<file path="config.mk">
export PLATFORM = sky130hd
export DESIGN_NAME = spectrum_peak_centroider_flat
export DESIGN_NICKNAME = d
export VERILOG_FILES = /design/src/hw/rtl/spc_pkg.sv /design/src/hw/rtl/spc_intf.sv /design/src/hw/rtl/spectrum_peak_centroider.sv /design/src/flat_wrapper.sv
export SDC_FILE = /design/constraint.sdc
export NUM_CORES = 1
export LEC_CHECK = 0
export BUFFER_PORTS_ARGS = -buffer_cell sky130_fd_sc_hd__buf_2
export CELL_PAD_IN_SITES_DETAIL_PLACEMENT = 0
export CELL_PAD_IN_SITES_GLOBAL_PLACEMENT = 2
export CORE_MARGIN = 3
export CORE_UTILIZATION = 37
export CTS_CLUSTER_SIZE = 16
export DETAILED_ROUTE_END_ITERATION = 12
export PLACE_DENSITY = 0.84
export REMOVE_ABC_BUFFERS = 1
export SYNTH_ARGS = -nofsm -noshare
export SYNTH_HDL_FRONTEND = slang
export SYNTH_SLANG_ARGS = --single-unit
export TNS_END_PERCENT = 5
</file>
<file path="constraint.sdc">
create_clock -name clk_i -period 5.05 [get_ports clk_i]
set_input_delay 1.01 -clock clk_i [delete_from_list [all_inputs] [get_ports clk_i]]
set_output_delay 1.01 -clock clk_i [all_outputs]
set_load 0.1 [all_outputs]
</file>
<file path="src/hw/rtl/spc_pkg.sv">
`default_nettype none

package spc_pkg;

  // Width of the configuration write word (pass-through mode bit)
  localparam int unsigned CFG_WIDTH = 1;

  typedef logic [CFG_WIDTH-1:0] cfg_word_t;

endpackage

`default_nettype wire

</file>
<file path="src/hw/rtl/spc_intf.sv">
`default_nettype none

// Profile sample stream
interface spc_sample_if #(
  parameter int unsigned MZ_WIDTH        = 32,
  parameter int unsigned INTENSITY_WIDTH = 32
) ();
  logic                       valid;
  logic                       ready;
  logic [MZ_WIDTH-1:0]        sample_mz;
  logic [INTENSITY_WIDTH-1:0] sample_intensity;
  logic                       spectrum_end;

  modport source (output valid, sample_mz, sample_intensity, spectrum_end, input ready);
  modport sink   (input valid, sample_mz, sample_intensity, spectrum_end, output ready);
endinterface

// Centroid result stream
interface spc_centroid_if #(
  parameter int unsigned MZ_WIDTH  = 32,
  parameter int unsigned SUM_WIDTH = 48
) ();
  logic                 valid;
  logic                 ready;
  logic [MZ_WIDTH-1:0]  centroid_mz;
  logic [SUM_WIDTH-1:0] centroid_intensity;
  logic                 end_of_spectrum;
  logic                 last_of_run;

  modport source (output valid, centroid_mz, centroid_intensity, end_of_spectrum,
                  last_of_run, input ready);
  modport sink   (input valid, centroid_mz, centroid_intensity, end_of_spectrum,
                  last_of_run, output ready);
endinterface

// Configuration write channel (pass-through register)
interface spc_cfg_if import spc_pkg::*; ();
  logic      valid;
  logic      ready;
  cfg_word_t wdata;

  modport source (output valid, wdata, input ready);
  modport sink   (input valid, wdata, output ready);
endinterface

`default_nettype wire

</file>
<file path="src/hw/rtl/spectrum_peak_centroider.sv">
// A centroiding sample passes through a bit-serial multiply (one multiplier bit per cycle over
// MUL_W bits) and a restoring divide (one quotient bit per cycle) before the next sample is taken.
// Zero-weight samples skip both, and pass-through samples skip the peak logic; a restart peak or
// an end flush adds a state (ST_PEAK or ST_FLUSH), and each result also waits until the output
// register is free.
// One output register, a sample is taken while a result waits there; reset is asynchronous,
// active low, and clears the peak state and mode at once.
`default_nettype none

module spectrum_peak_centroider import spc_pkg::*; #(
  parameter int unsigned MZ_WIDTH        = 32,
  parameter int unsigned INTENSITY_WIDTH = 32,
  parameter int unsigned SUM_WIDTH       = 48
) (
  input  wire logic      clk_i,
  input  wire logic      rst_ni,
  spc_cfg_if.sink        cfg_i,
  spc_sample_if.sink     sample_i,
  spc_centroid_if.source centroid_o
);

  localparam int unsigned MUL_W   = (SUM_WIDTH > INTENSITY_WIDTH) ? SUM_WIDTH : INTENSITY_WIDTH;
  localparam int unsigned DEN_W   = MUL_W + 1;
  localparam int unsigned NUM_W   = MZ_WIDTH + DEN_W;
  localparam int unsigned CNT_MAX = (MUL_W > MZ_WIDTH) ? MUL_W : MZ_WIDTH;
  localparam int unsigned CNT_W   = $clog2(CNT_MAX);

  typedef enum logic [2:0] {
    ST_IDLE,
    ST_PASS,
    ST_PEAK,
    ST_LOAD,
    ST_MUL,
    ST_DIV,
    ST_FLUSH
  } state_e;

  // Control and peak state
  state_e                     state_q;
  logic [CNT_W-1:0]           cnt_q;
  logic                       out_valid_q;
  cfg_word_t                  pass_q;
  logic                       rising_q;
  logic [INTENSITY_WIDTH-1:0] prior_q;
  logic [MZ_WIDTH-1:0]        peak_mz_q;
  logic [SUM_WIDTH-1:0]       peak_sum_q;

  // Datapath registers
  logic [MZ_WIDTH-1:0]        mz_q;
  logic [INTENSITY_WIDTH-1:0] inten_q;
  logic                       eos_q;
  logic [MUL_W-1:0]           m1_q;
  logic [MUL_W-1:0]           m2_q;
  logic [NUM_W-1:0]           prod_q;
  logic [DEN_W-1:0]           den_q;
  logic [MZ_WIDTH-1:0]        out_mz_q;
  logic [SUM_WIDTH-1:0]       out_int_q;
  logic                       out_eos_q;
  logic                       out_last_q;

  logic                  in_fire;
  logic                  out_free;
  logic                  out_load;
  logic                  falling;
  logic [DEN_W-1:0]      den_sum_d;
  logic [MZ_WIDTH:0]     mul_addend;
  logic [MZ_WIDTH+1:0]   mul_hi;
  logic [NUM_W-1:0]      mul_p_d;
  logic [DEN_W:0]        div_shift;
  logic [DEN_W+1:0]      div_diff;
  logic                  div_ge;
  logic [DEN_W-1:0]      div_rem;
  logic [NUM_W-1:0]      div_p_d;
  logic [SUM_WIDTH-1:0]  sum_sat;

  // Handshakes
  assign cfg_i.ready    = 1'b1;
  assign sample_i.ready = (state_q == ST_IDLE);
  assign in_fire        = sample_i.valid && sample_i.ready;
  assign out_free       = !out_valid_q || centroid_o.ready;
  assign out_load       = out_free &&
                          ((state_q == ST_PASS) || (state_q == ST_PEAK) || (state_q == ST_FLUSH));

  assign centroid_o.valid              = out_valid_q;
  assign centroid_o.centroid_mz        = out_mz_q;
  assign centroid_o.centroid_intensity = out_int_q;
  assign centroid_o.end_of_spectrum    = out_eos_q;
  assign centroid_o.last_of_run        = out_last_q;

  // Peak boundary detection on the incoming sample
  assign falling   = sample_i.sample_intensity < prior_q;
  assign den_sum_d = DEN_W'(peak_sum_q) + DEN_W'(inten_q);

  // Bit-serial multiply-accumulate: mean*sum + mz*intensity, one bit per cycle
  always_comb begin
    mul_addend = ({1'b0, (m1_q[0] ? peak_mz_q : '0)}) + ({1'b0, (m2_q[0] ? mz_q : '0)});
    mul_hi     = {1'b0, prod_q[NUM_W-1:MUL_W]} + {1'b0, mul_addend};
    mul_p_d    = {mul_hi, prod_q[MUL_W-1:1]};
  end

  // Restoring divide: remainder in the upper part, quotient shifts into the low part
  always_comb begin
    div_shift = {prod_q[NUM_W-1:MZ_WIDTH], prod_q[MZ_WIDTH-1]};
    div_diff  = {1'b0, div_shift} - {2'b00, den_q};
    div_ge    = !div_diff[DEN_W+1];
    div_rem   = div_ge ? div_diff[DEN_W-1:0] : div_shift[DEN_W-1:0];
    div_p_d   = {div_rem, prod_q[MZ_WIDTH-2:0], div_ge};
  end

  // Saturate the new running sum
  assign sum_sat = (|den_q[DEN_W-1:SUM_WIDTH]) ? '1 : den_q[SUM_WIDTH-1:0];

  // State machine, peak state and output valid
  always_ff @(posedge clk_i or negedge rst_ni) begin
    if (!rst_ni) begin
      state_q     <= ST_IDLE;
      cnt_q       <= '0;
      out_valid_q <= 1'b0;
      pass_q      <= '0;
      rising_q    <= 1'b1;
      prior_q     <= '0;
      peak_mz_q   <= '0;
      peak_sum_q  <= '0;
    end else begin
      if (cfg_i.valid && cfg_i.ready) begin
        pass_q <= cfg_i.wdata;
      end
      if (out_load) begin
        out_valid_q <= 1'b1;
      end else if (centroid_o.ready) begin
        out_valid_q <= 1'b0;
      end
      unique case (state_q)
        ST_IDLE: begin
          if (in_fire) begin
            if (pass_q[0]) begin
              state_q <= ST_PASS;
            end else begin
              prior_q <= sample_i.sample_intensity;
              if (falling) begin
                rising_q <= 1'b0;
                state_q  <= ST_LOAD;
              end else begin
                rising_q <= 1'b1;
                if (!rising_q && (peak_sum_q != '0)) begin
                  state_q <= ST_PEAK;
                end else begin
                  state_q <= ST_LOAD;
                end
              end
            end
          end
        end
        ST_PASS: begin
          if (out_free) begin
            state_q <= ST_IDLE;
            if (eos_q) begin
              rising_q   <= 1'b1;
              prior_q    <= '0;
              peak_mz_q  <= '0;
              peak_sum_q <= '0;
            end
          end
        end
        ST_PEAK: begin
          // emit the finished peak, then restart the sum
          if (out_free) begin
            peak_sum_q <= '0;
            state_q    <= ST_LOAD;
          end
        end
        ST_LOAD: begin
          cnt_q <= '0;
          if (den_sum_d == '0) begin
            state_q <= eos_q ? ST_FLUSH : ST_IDLE;
          end else begin
            state_q <= ST_MUL;
          end
        end
        ST_MUL: begin
          if (cnt_q == CNT_W'(MUL_W - 1)) begin
            cnt_q   <= '0;
            state_q <= ST_DIV;
          end else begin
            cnt_q <= cnt_q + 1'b1;
          end
        end
        ST_DIV: begin
          if (cnt_q == CNT_W'(MZ_WIDTH - 1)) begin
            cnt_q      <= '0;
            peak_mz_q  <= div_p_d[MZ_WIDTH-1:0];
            peak_sum_q <= sum_sat;
            state_q    <= eos_q ? ST_FLUSH : ST_IDLE;
          end else begin
            cnt_q <= cnt_q + 1'b1;
          end
        end
        ST_FLUSH: begin
          // emit the pending peak or an empty end marker, then clear
          if (out_free) begin
            rising_q   <= 1'b1;
            prior_q    <= '0;
            peak_mz_q  <= '0;
            peak_sum_q <= '0;
            state_q    <= ST_IDLE;
          end
        end
        default: begin
          state_q <= ST_IDLE;
        end
      endcase
    end
  end

  // Sample capture, serial datapath and output payload
  always_ff @(posedge clk_i) begin
    case (state_q)
      ST_IDLE: begin
        if (in_fire) begin
          mz_q    <= sample_i.sample_mz;
          inten_q <= sample_i.sample_intensity;
          eos_q   <= sample_i.spectrum_end;
        end
      end
      ST_PASS: begin
        if (out_free) begin
          out_mz_q   <= mz_q;
          out_int_q  <= SUM_WIDTH'(inten_q);
          out_eos_q  <= eos_q;
          out_last_q <= 1'b1;
        end
      end
      ST_PEAK: begin
        if (out_free) begin
          out_mz_q   <= peak_mz_q;
          out_int_q  <= peak_sum_q;
          out_eos_q  <= 1'b0;
          out_last_q <= !eos_q;
        end
      end
      ST_LOAD: begin
        m1_q   <= MUL_W'(peak_sum_q);
        m2_q   <= MUL_W'(inten_q);
        prod_q <= '0;
        den_q  <= den_sum_d;
      end
      ST_MUL: begin
        m1_q   <= m1_q >> 1;
        m2_q   <= m2_q >> 1;
        prod_q <= mul_p_d;
      end
      ST_DIV: begin
        prod_q <= div_p_d;
      end
      ST_FLUSH: begin
        if (out_free) begin
          out_mz_q   <= (peak_sum_q != '0) ? peak_mz_q : '0;
          out_int_q  <= peak_sum_q;
          out_eos_q  <= 1'b1;
          out_last_q <= 1'b1;
        end
      end
      default: begin
      end
    endcase
  end

`ifndef SYNTHESIS
  // A restart peak is only emitted when it carries weight
  assert property (@(posedge clk_i) disable iff (!rst_ni)
    (state_q == ST_PEAK) |-> (peak_sum_q != '0))
    else $error("restart peak emitted with zero sum");

  // The remainder stays below the divisor throughout the divide
  assert property (@(posedge clk_i) disable iff (!rst_ni)
    (state_q == ST_DIV) |-> (prod_q[NUM_W-1:MZ_WIDTH] < den_q))
    else $error("divide remainder out of range, quotient overflow");

  // Flushing a spectrum returns the peak state to its cleared value
  assert property (@(posedge clk_i) disable iff (!rst_ni)
    (state_q == ST_FLUSH && out_free) |=>
      (peak_sum_q == '0 && rising_q && prior_q == '0))
    else $error("peak state not cleared after spectrum flush");

  // The end-of-spectrum result is always the last one of its sample
  assert property (@(posedge clk_i) disable iff (!rst_ni)
    (centroid_o.valid && centroid_o.end_of_spectrum) |-> centroid_o.last_of_run)
    else $error("end of spectrum without last_of_run");
`endif

endmodule

`default_nettype wire

</file>
<file path="src/flat_wrapper.sv">
// flat-port wrapper written by rule: the top's interface ports become plain ports
module spectrum_peak_centroider_flat import spc_pkg::*;
#(
  parameter int unsigned MZ_WIDTH        = 32,
  parameter int unsigned INTENSITY_WIDTH = 32,
  parameter int unsigned SUM_WIDTH       = 48
)
  (clk_i, rst_ni, cfg_i_valid, cfg_i_wdata, cfg_i_ready, sample_i_valid, sample_i_sample_mz, sample_i_sample_intensity, sample_i_spectrum_end, sample_i_ready, centroid_o_valid, centroid_o_centroid_mz, centroid_o_centroid_intensity, centroid_o_end_of_spectrum, centroid_o_last_of_run, centroid_o_ready);
  spc_cfg_if cfg_i_i ();
  spc_sample_if #(.MZ_WIDTH(MZ_WIDTH), .INTENSITY_WIDTH(INTENSITY_WIDTH)) sample_i_i ();
  spc_centroid_if #(.MZ_WIDTH(MZ_WIDTH), .SUM_WIDTH(SUM_WIDTH)) centroid_o_i ();
  input  wire logic clk_i;
  input  wire logic rst_ni;
  input wire logic [$bits(cfg_i_i.valid)-1:0] cfg_i_valid;
  input wire logic [$bits(cfg_i_i.wdata)-1:0] cfg_i_wdata;
  output wire logic [$bits(cfg_i_i.ready)-1:0] cfg_i_ready;
  input wire logic [$bits(sample_i_i.valid)-1:0] sample_i_valid;
  input wire logic [$bits(sample_i_i.sample_mz)-1:0] sample_i_sample_mz;
  input wire logic [$bits(sample_i_i.sample_intensity)-1:0] sample_i_sample_intensity;
  input wire logic [$bits(sample_i_i.spectrum_end)-1:0] sample_i_spectrum_end;
  output wire logic [$bits(sample_i_i.ready)-1:0] sample_i_ready;
  output wire logic [$bits(centroid_o_i.valid)-1:0] centroid_o_valid;
  output wire logic [$bits(centroid_o_i.centroid_mz)-1:0] centroid_o_centroid_mz;
  output wire logic [$bits(centroid_o_i.centroid_intensity)-1:0] centroid_o_centroid_intensity;
  output wire logic [$bits(centroid_o_i.end_of_spectrum)-1:0] centroid_o_end_of_spectrum;
  output wire logic [$bits(centroid_o_i.last_of_run)-1:0] centroid_o_last_of_run;
  input wire logic [$bits(centroid_o_i.ready)-1:0] centroid_o_ready;
  assign cfg_i_i.valid = cfg_i_valid;
  assign cfg_i_i.wdata = cfg_i_wdata;
  assign cfg_i_ready = cfg_i_i.ready;
  assign sample_i_i.valid = sample_i_valid;
  assign sample_i_i.sample_mz = sample_i_sample_mz;
  assign sample_i_i.sample_intensity = sample_i_sample_intensity;
  assign sample_i_i.spectrum_end = sample_i_spectrum_end;
  assign sample_i_ready = sample_i_i.ready;
  assign centroid_o_valid = centroid_o_i.valid;
  assign centroid_o_centroid_mz = centroid_o_i.centroid_mz;
  assign centroid_o_centroid_intensity = centroid_o_i.centroid_intensity;
  assign centroid_o_end_of_spectrum = centroid_o_i.end_of_spectrum;
  assign centroid_o_last_of_run = centroid_o_i.last_of_run;
  assign centroid_o_i.ready = centroid_o_ready;
  spectrum_peak_centroider #(.MZ_WIDTH(MZ_WIDTH), .INTENSITY_WIDTH(INTENSITY_WIDTH), .SUM_WIDTH(SUM_WIDTH)) u_core (.clk_i(clk_i), .rst_ni(rst_ni), .cfg_i(cfg_i_i), .sample_i(sample_i_i), .centroid_o(centroid_o_i));
endmodule
</file>
==> key figures, run 1 <==
Final layout
  – Proportion of layout cells with a drive suffix above 1: 13.3%
  – Area added between synthesis and finish: 14.2%
  – Finished Layout Cells: approximately 3900
  – Fin nets: between 3000 and 4000
  – N_diodes: 0
  – Fillers: 7097

Synthesis
  – Post-synth EDFFs: 357
  – Post-synth cell types: 90
  – Top FF cell, synth: edfxtp_1
  – Post-synthesis instance area: 28000 µm²
  – Seq/Total Area, Yosys: 49.3%
  – Post-synthesis async set-or-reset flop share: 25.8%
  – Synthesized flop and latch total: 481
  – Mean post-synth cell area: 10.2 µm²
  – Post-synthesis cell count: 2739
  – YS warnings: 0

Routing
  – DRT Pass-1 Iters: 5
  – Via count: 20800
  – Drt via density: 5.36
  – Total wire length: 77.5 mm
  – Avg WL per Cell: 20.0 µm
  – Residual DRC: 0
  – DR iter-0 viols: 1386
  – Post-route ant nets: 0

Floorplanning
  – Row count: 100
  – Starting Density: 37.5%
  – Die W: 281 µm
  – Die area: 79100 µm²
  – Core area: 74700 µm²
  – # IOs: 156
  – Die Y: 281 µm

STA
  – Final setup viols: 0
  – Tcrit/Tclk final: slightly below 90%
  – Max Slew Vio Count: 0
  – Post-layout min period: around 4.5 ns
  – Final hold vios: 0
  – Highest clock rate: around 220 MHz
  – Layout Skew: 0.0354 ns
  – Setup_tns: 0 ns
  – Max-slew headroom: roughly 27%
  – RSZ-0062 raised after global routing: no
  – Actual slew at the worst max-slew pin: 1.09 ns

Setup path
  – Worst-path fanout max: 32
  – Critical Path End Type: flop
  – Worst path slowest cell: o31ai_2
  – Worst setup SP type: flop
  – Arrival time worst endpoint: 4.81 ns
  – Slowest Stage Delay on Critical Path: 0.48 ns
  – Buffers and inverters on the worst path: 1
  – Worst Path Required: 5.39 ns
  – Worst setup path category: reg2reg
  – Crit path max-delay family: compound AO/OA/AOI/OAI gates
  – Worst path cell trace: ha_1 > fa_1 > nor2b_1 > o21a_1 > a311o_1 > a311oi_1 > o21ai_1 > a31oi_1 > o31ai_2 > a22oi_1 > a31oi_4 > buf_4 > mux2i_1 > o22ai_1

Power and ir drop
  – Logic pwr share: about 43%
  – Net switching fraction of the power: 44.1%
  – Tot Pwr: 0.0187 W
  – PwrDens: just under 600 nW/µm²
  – Pint: 0.0105 W
  – Clock network fraction of total power: 24.2%
  – P_sw: 0.00825 W
  – LEAKAGE: 13.3 nW
  – Sequential share of power: 32.5%
  – Worst vdd ir: 493 µV

CTS
  – Worst-Skew Late Latency: 0.63 ns
  – TritonCTS Buffers: 57
  – Number of H-tree levels: 2
  – CTS tree: built
  – CTS Hold Buffers Added: 0
  – Post-CTS Setup Inserts: 0
  – PostCTS Resize Cnt: 0
  – Root Buffer: clkbuf_16
  – Clock Sinks: 481
  – Reg clk slew, reported paths: 0.06 ns
  – Clock buffer depth: 3

Placed design
  – Post-DP HPWL: 57.3 mm
  – Placer's final routability congestion estimate: 0.891
  – Dpl cells: between 3000 and 4000
  – Port Buffers: around 150

Run status
  – Outcome: finished, final reports clean

Global route
  – Initial antenna violation count: 0
  – GR Overflow Total: 0
  – First-pass GRT wire length: 122 mm
  – Largest net degree at the start of global routing: 97
  – GRT Overall Usage: 19.5%
  – Vias in the first global route: 21100

Job
  – Max Cap Viol: 0

Hold path
  – Hold Crit Class: in2async
==> metal layers <==
metal / part of all wire (%) / global-route usage, % / vias up
met4: 2.0 / 4.74 / 0
met3: 3.6 / 2.23 / 100
met1: 46 / 26.5 / 10200
li1: - / - / 10100
met5: 0 / 0 / -
met2: 48 / 33.3 / 402
==> registers in the layout (all words and copies together) (netlist names), 48 cells and up <==
signal,flops
u_core.m1_q,48
u_core.centroid_o.centroid_intensity,48
u_core.den_q,49
u_core.prod_q,81
u_core.peak_sum_q,48
==> Yosys cell counts (47+ instances only) <==
cell	instances	share of area (%)
a21oi_1	135	2.4
edfxtp_1	357	38
clkbuf_1	110	1.5
nand2_1	485	6.5
nor2_1	76	1.0
a21o_1	62	1.7
mux2_2	80	3.2
mux2i_1	47	1.7
xnor2_1	74	2.3
dfrtp_1	123	11
o21ai_0	225	4.0
ha_1	146	6.5
inv_1	208	2.8
==> path summary, 6_finish.rpt <==
path                                                startpoint                           endpoint  slack, ns  cells past startpoint
min in group clk_i              u_core.prior_q[11]$_DFFE_PN0P_     u_core.prior_q[11]$_DFFE_PN0P_       0.48                      2
max in group asynchronous                               rst_ni  u_core.peak_sum_q[31]$_DFFE_PN0P_       3.62                      2
worst max register to register       u_core.den_q[0]$_DFFE_PP_        u_core.prod_q[75]$_DFFE_PP_       0.58                     14
worst min register to register  u_core.prior_q[11]$_DFFE_PN0P_     u_core.prior_q[11]$_DFFE_PN0P_       0.48                      2
worst max-delay path                 u_core.den_q[0]$_DFFE_PP_        u_core.prod_q[75]$_DFFE_PP_       0.58                     14
worst min-delay path                                    rst_ni   u_core.peak_sum_q[2]$_DFFE_PN0P_       0.37                      1
==> worst register-to-register path: stages (launching register included) <==
cell and delay (ns):
edfxtp_1 0.40, ha_1 0.25, fa_1 0.42, nor2b_1 0.14
o21a_1 0.16, a311o_1 0.35, a311oi_1 0.17, o21ai_1 0.29
a31oi_1 0.22, o31ai_2 0.48, a22oi_1 0.22, a31oi_4 0.22
buf_4 0.47, mux2i_1 0.30, o22ai_1 0.11
==> power groups by stage <==
stage	clock network [W]	registers, W	logic, W
after detailed placement	0	0.00615	0.00817
after CTS	0.00466	0.00609	0.00821
after global placement	0	0.00613	0.00810
final	0.00452	0.00608	0.00812
after global routing	0.00481	0.00618	0.00885
after floorplan	0	0.00825	0.00400
==> cell usage in the layout (no fill, tap or decap), drive strengths merged, types with 13 or more instances in the layout <==
cell	count
a21boi	35
a22o	34
nand3	24
mux2i	47
inv	210
clkbuf	80
and3	18
a31oi	18
or3	13
xor2	39
a21oi	136
o22ai	32
nor2	76
buf	185
nand2	485
ha	146
o21a	15
mux2	82
nand2b	16
and2	32
nor4	23
nor3	34
nand4	26
a21o	62
o211ai	13
dfrtp	123
nor2b	16
xnor2	74
edfxtp	357
o21ai	267
fa	35
==> cell families after synthesis <==
kind of cell	count (synthesis)	synth area share, %
xor gates and xnor gates	113	3.53
and+or+nand+nor	785	12.5
other	1	0.0134
adders and majority gates	181	9.02
DFF	481	49.3
AOI/OAI and AO/OA	717	16.1
muxes	129	4.97
buffers and inverters	332	4.51
==> stage by stage <==
| stage | hold WS [ns] | instance area, µm² | setup WS [ns] | utilization (%) |
|---|---|---|---|---|
| 6_report | 0.371 | 32000 | 0.581 | 42.8 |
| 5_1_grt | 0.372 | 32000 | 0.304 | 42.8 |
| 4_1_cts | 0.348 | 32000 | 0.557 | 42.8 |
| 3_5_place_dp | 0.470 | 29900 | 0.583 | 40.0 |
| 3_3_place_gp | 0.461 | 29900 | 0.798 | 40.0 |
| 2_1_floorplan | 0.450 | 27500 | -6.39 | - |
==> final cells by class <==
class / instances / area, µm² / area share [%]
Clock inverter: 27 / 479 / 1.50
Clock buffer: 80 / 1610 / 5.04
Inverter: 209 / 785 / 2.45
Tap cell: 969 / 1210 / 3.79
Sequential cell: 481 / 13800 / 43.2
Timing Repair Buffer: 185 / 1070 / 3.35
Multi-Input combinational cell: 1926 / 13000 / 40.7
(Power assumes the default switching activity.)
==> run 2: changes to the inputs <==
Clock period 5.05 ns to 4.1 ns, I/O delays scaled along.
==> run 2 against run 1 <==
Compared with the run above:
- first-iteration DRC count decreased by 6.2%
- register-to-register slack got worse by 0.48 ns
- wire length decreased by 0.51%
- clock power increased by 15%
- total power increased by 23%
- sequential cell count unchanged
- sequential power increased by 23%
- combinational power increased by 27%
- count of clock-buffer cells in the layout decreased by 3
- sequential share of layout area decreased by 0.45 points
- utilization increased by 0.45 points
==> key figures, run 2 (same netlist as run 1, synthesis figures left out) <==
Run status
  – Outcome: finished, final reports clean

Final layout
  – Most frequent cells in the layout: nand2_1, edfxtp_1, o21ai_0
  – Proportion of layout cells with a drive suffix above 1: roughly 15%
  – Biggest register: u_core.prod_q
  – Max reg flops: 81
  – Fin nets: around 3200
  – Area added between synthesis and finish: 15.4%
  – Finished Layout Cells: between 3000 and 4000
  – N_diodes: 0
  – Fillers: 7153
  – Commonest non-fill, non-tap cell in the layout: nand2_1
  – Top flop regs: u_core.prod_q: 81 flops, u_core.den_q: 49 flops

Setup path
  – Reg-to-reg startpoint: u_core.inten_q[0]$_DFFE_PP_
  – Worst setup path category: reg2reg
  – Critical Path End Type: flop
  – End of the worst register-to-register path: u_core.state_q[2]$_DFFE_PN0P_
  – Worst Path Required: 4.61 ns
  – Arrival time worst endpoint: 4.51 ns
  – Worst-path fanout max: 3
  – FF-to-FF path depth: 12
  – Worst setup SP type: flop
  – R2r setup slk: 0.10 ns

Global route
  – GRT Overall Usage: 19.4%
  – First-pass GRT wire length: about 120 mm
  – Largest net degree at the start of global routing: 87
  – Vias in the first global route: about 21000
  – Initial antenna violation count: 0
  – GR Overflow Total: 0

Power and ir drop
  – Worst vdd ir: between 700 and 800 µV
  – LEAKAGE: approximately 13 nW
  – PwrDens: a little over 700 nW/µm²

Routing
  – Total wire length: a little under 80 mm
  – Residual DRC: 0
  – Via count: 21000
  – DR iter-0 viols: 1300
  – Drt via density: 5.34
  – DRT Pass-1 Iters: 5
  – Avg WL per Cell: 19.7 µm
  – Post-route ant nets: 0

Floorplanning
  – Die Y: 281 µm
  – Row count: 100
  – Core area: around 75000 µm²
  – Die W: 281 µm
  – # IOs: 156
  – Starting Density: 37.5%
  – Die area: about 79000 µm²

CTS
  – Clock Sinks: 481
  – CTS tree: built
  – Number of H-tree levels: 2
  – Worst-Skew Late Latency: roughly 0.63 ns
  – Root Buffer: clkbuf_16
  – Clock buffer depth: 3
  – TritonCTS Buffers: 56
  – CTS Hold Buffers Added: 0
  – Reg clk slew, reported paths: 0.06 ns

STA
  – Tcrit/Tclk final: 97.6%
  – Final hold vios: 0
  – RSZ-0062 raised after global routing: yes
  – Actual slew at the worst max-slew pin: ~1.1 ns
  – Layout Skew: 0.0351 ns
  – Post-layout min period: about 4 ns
  – Hold slack: roughly 0.2 ns
  – Max Slew Vio Count: 0
  – Highest clock rate: roughly 250 MHz
  – Max-slew headroom: 29.5%
  – Final setup viols: 0

Placed design
  – Dpl cells: around 3800
  – Placer's final routability congestion estimate: 0.889
  – Port Buffers: 154
  – Post-DP HPWL: 58.5 mm

Job
  – Max Cap Viol: 0

Hold path
  – Hold Crit Class: in2async
[run 2: cell count changes in the layout (fill, tap and decap cells not counted), moves of 4 or more]
cell	delta
buf_12	+4
buf_4	+43
bufinv_16	-4
o21ai_1	-4
o21ai_2	+4
[run 2: per-layer routing]
| layer | up-vias | global-route usage [%] | wire length [µm] |
|---|---|---|---|
| li1 | 10200 | - | - |
| met1 | 10200 | 26.2 | 35100 |
| met2 | 442 | 33.2 | 37100 |
| met3 | 101 | 2.44 | 3200 |
| met4 | 0 | 4.84 | 1740 |
| met5 | - | 0 | 0 |
[run 2: worst max path at each step]
stage,slack (ns),startpoint,endpoint
floorplan,-7.34,u_core.state_q[2]$_DFFE_PN0P_,u_core.prod_q[57]$_DFFE_PP_
global placement,0.007,u_core.inten_q[0]$_DFFE_PP_,u_core.state_q[1]$_DFFE_PN0P_
detailed placement,-0.05,u_core.inten_q[0]$_DFFE_PP_,u_core.state_q[1]$_DFFE_PN0P_
CTS,0.01,u_core.m1_q[0]$_DFFE_PP_,u_core.prod_q[78]$_DFFE_PP_
global route,-0.03,u_core.inten_q[3]$_DFFE_PP_,u_core.state_q[1]$_DFFE_PN0P_
finish,0.10,u_core.inten_q[0]$_DFFE_PP_,u_core.state_q[2]$_DFFE_PN0P_
[run 2: area by class of cell]
type | count | area (µm²) | area share [%]
Inverter | 209 | 785 | 2.43
Timing Repair Buffer | 233 | 1490 | 4.60
Sequential cell | 481 | 13800 | 42.8
Clock inverter | 28 | 368 | 1.14
Tap cell | 969 | 1210 | 3.75
Clock buffer | 77 | 1570 | 4.86
Multi-Input combinational cell | 1926 | 13100 | 40.5
[run 2: worst max-delay path, cell delays in order, from the launching register on]
cell and delay [ns]:
edfxtp_1 0.42, ha_1 0.25, fa_2 0.36, buf_4 0.15, xor2_1 0.17, or4_1 0.46, or4_4 0.45, or4b_4 0.54
and4bb_1 0.30, and4b_1 0.23, and4_4 0.25, nand4b_1 0.11, a22o_1 0.23
[run 2: through the flow]
step                      instance area (µm²)  setup slack, ns   TNS, ns  power, W  util (%)
after CTS                               32300           0.0129         0    0.0232      43.2
final                                   32300            0.100         0    0.0230      43.3
after floorplan                         27500            -7.34  -1483.11    0.0151         -
after global routing                    32300          -0.0268   -0.0445    0.0243      43.3
after global placement                  30300          0.00668         0    0.0178      40.6
after detailed placement                30300          -0.0533   -0.0706    0.0179      40.6
[run 2: repair_timing]
| item | 4_1_cts | 5_1_grt |
|---|---|---|
| endpoints found under the setup margin | 3 | 36 |
| pin swaps | 2 | 3 |
| buffers inserted | 1 | 0 |
| gates resized for setup | 4 | 15 |
[run 2: power by group]
group	switching [W]	internal, W	leakage (nW)
sequential	0.000626	0.00682	5.00
combinational	0.00749	0.00283	7.55
clock	0.00208	0.00313	0.936
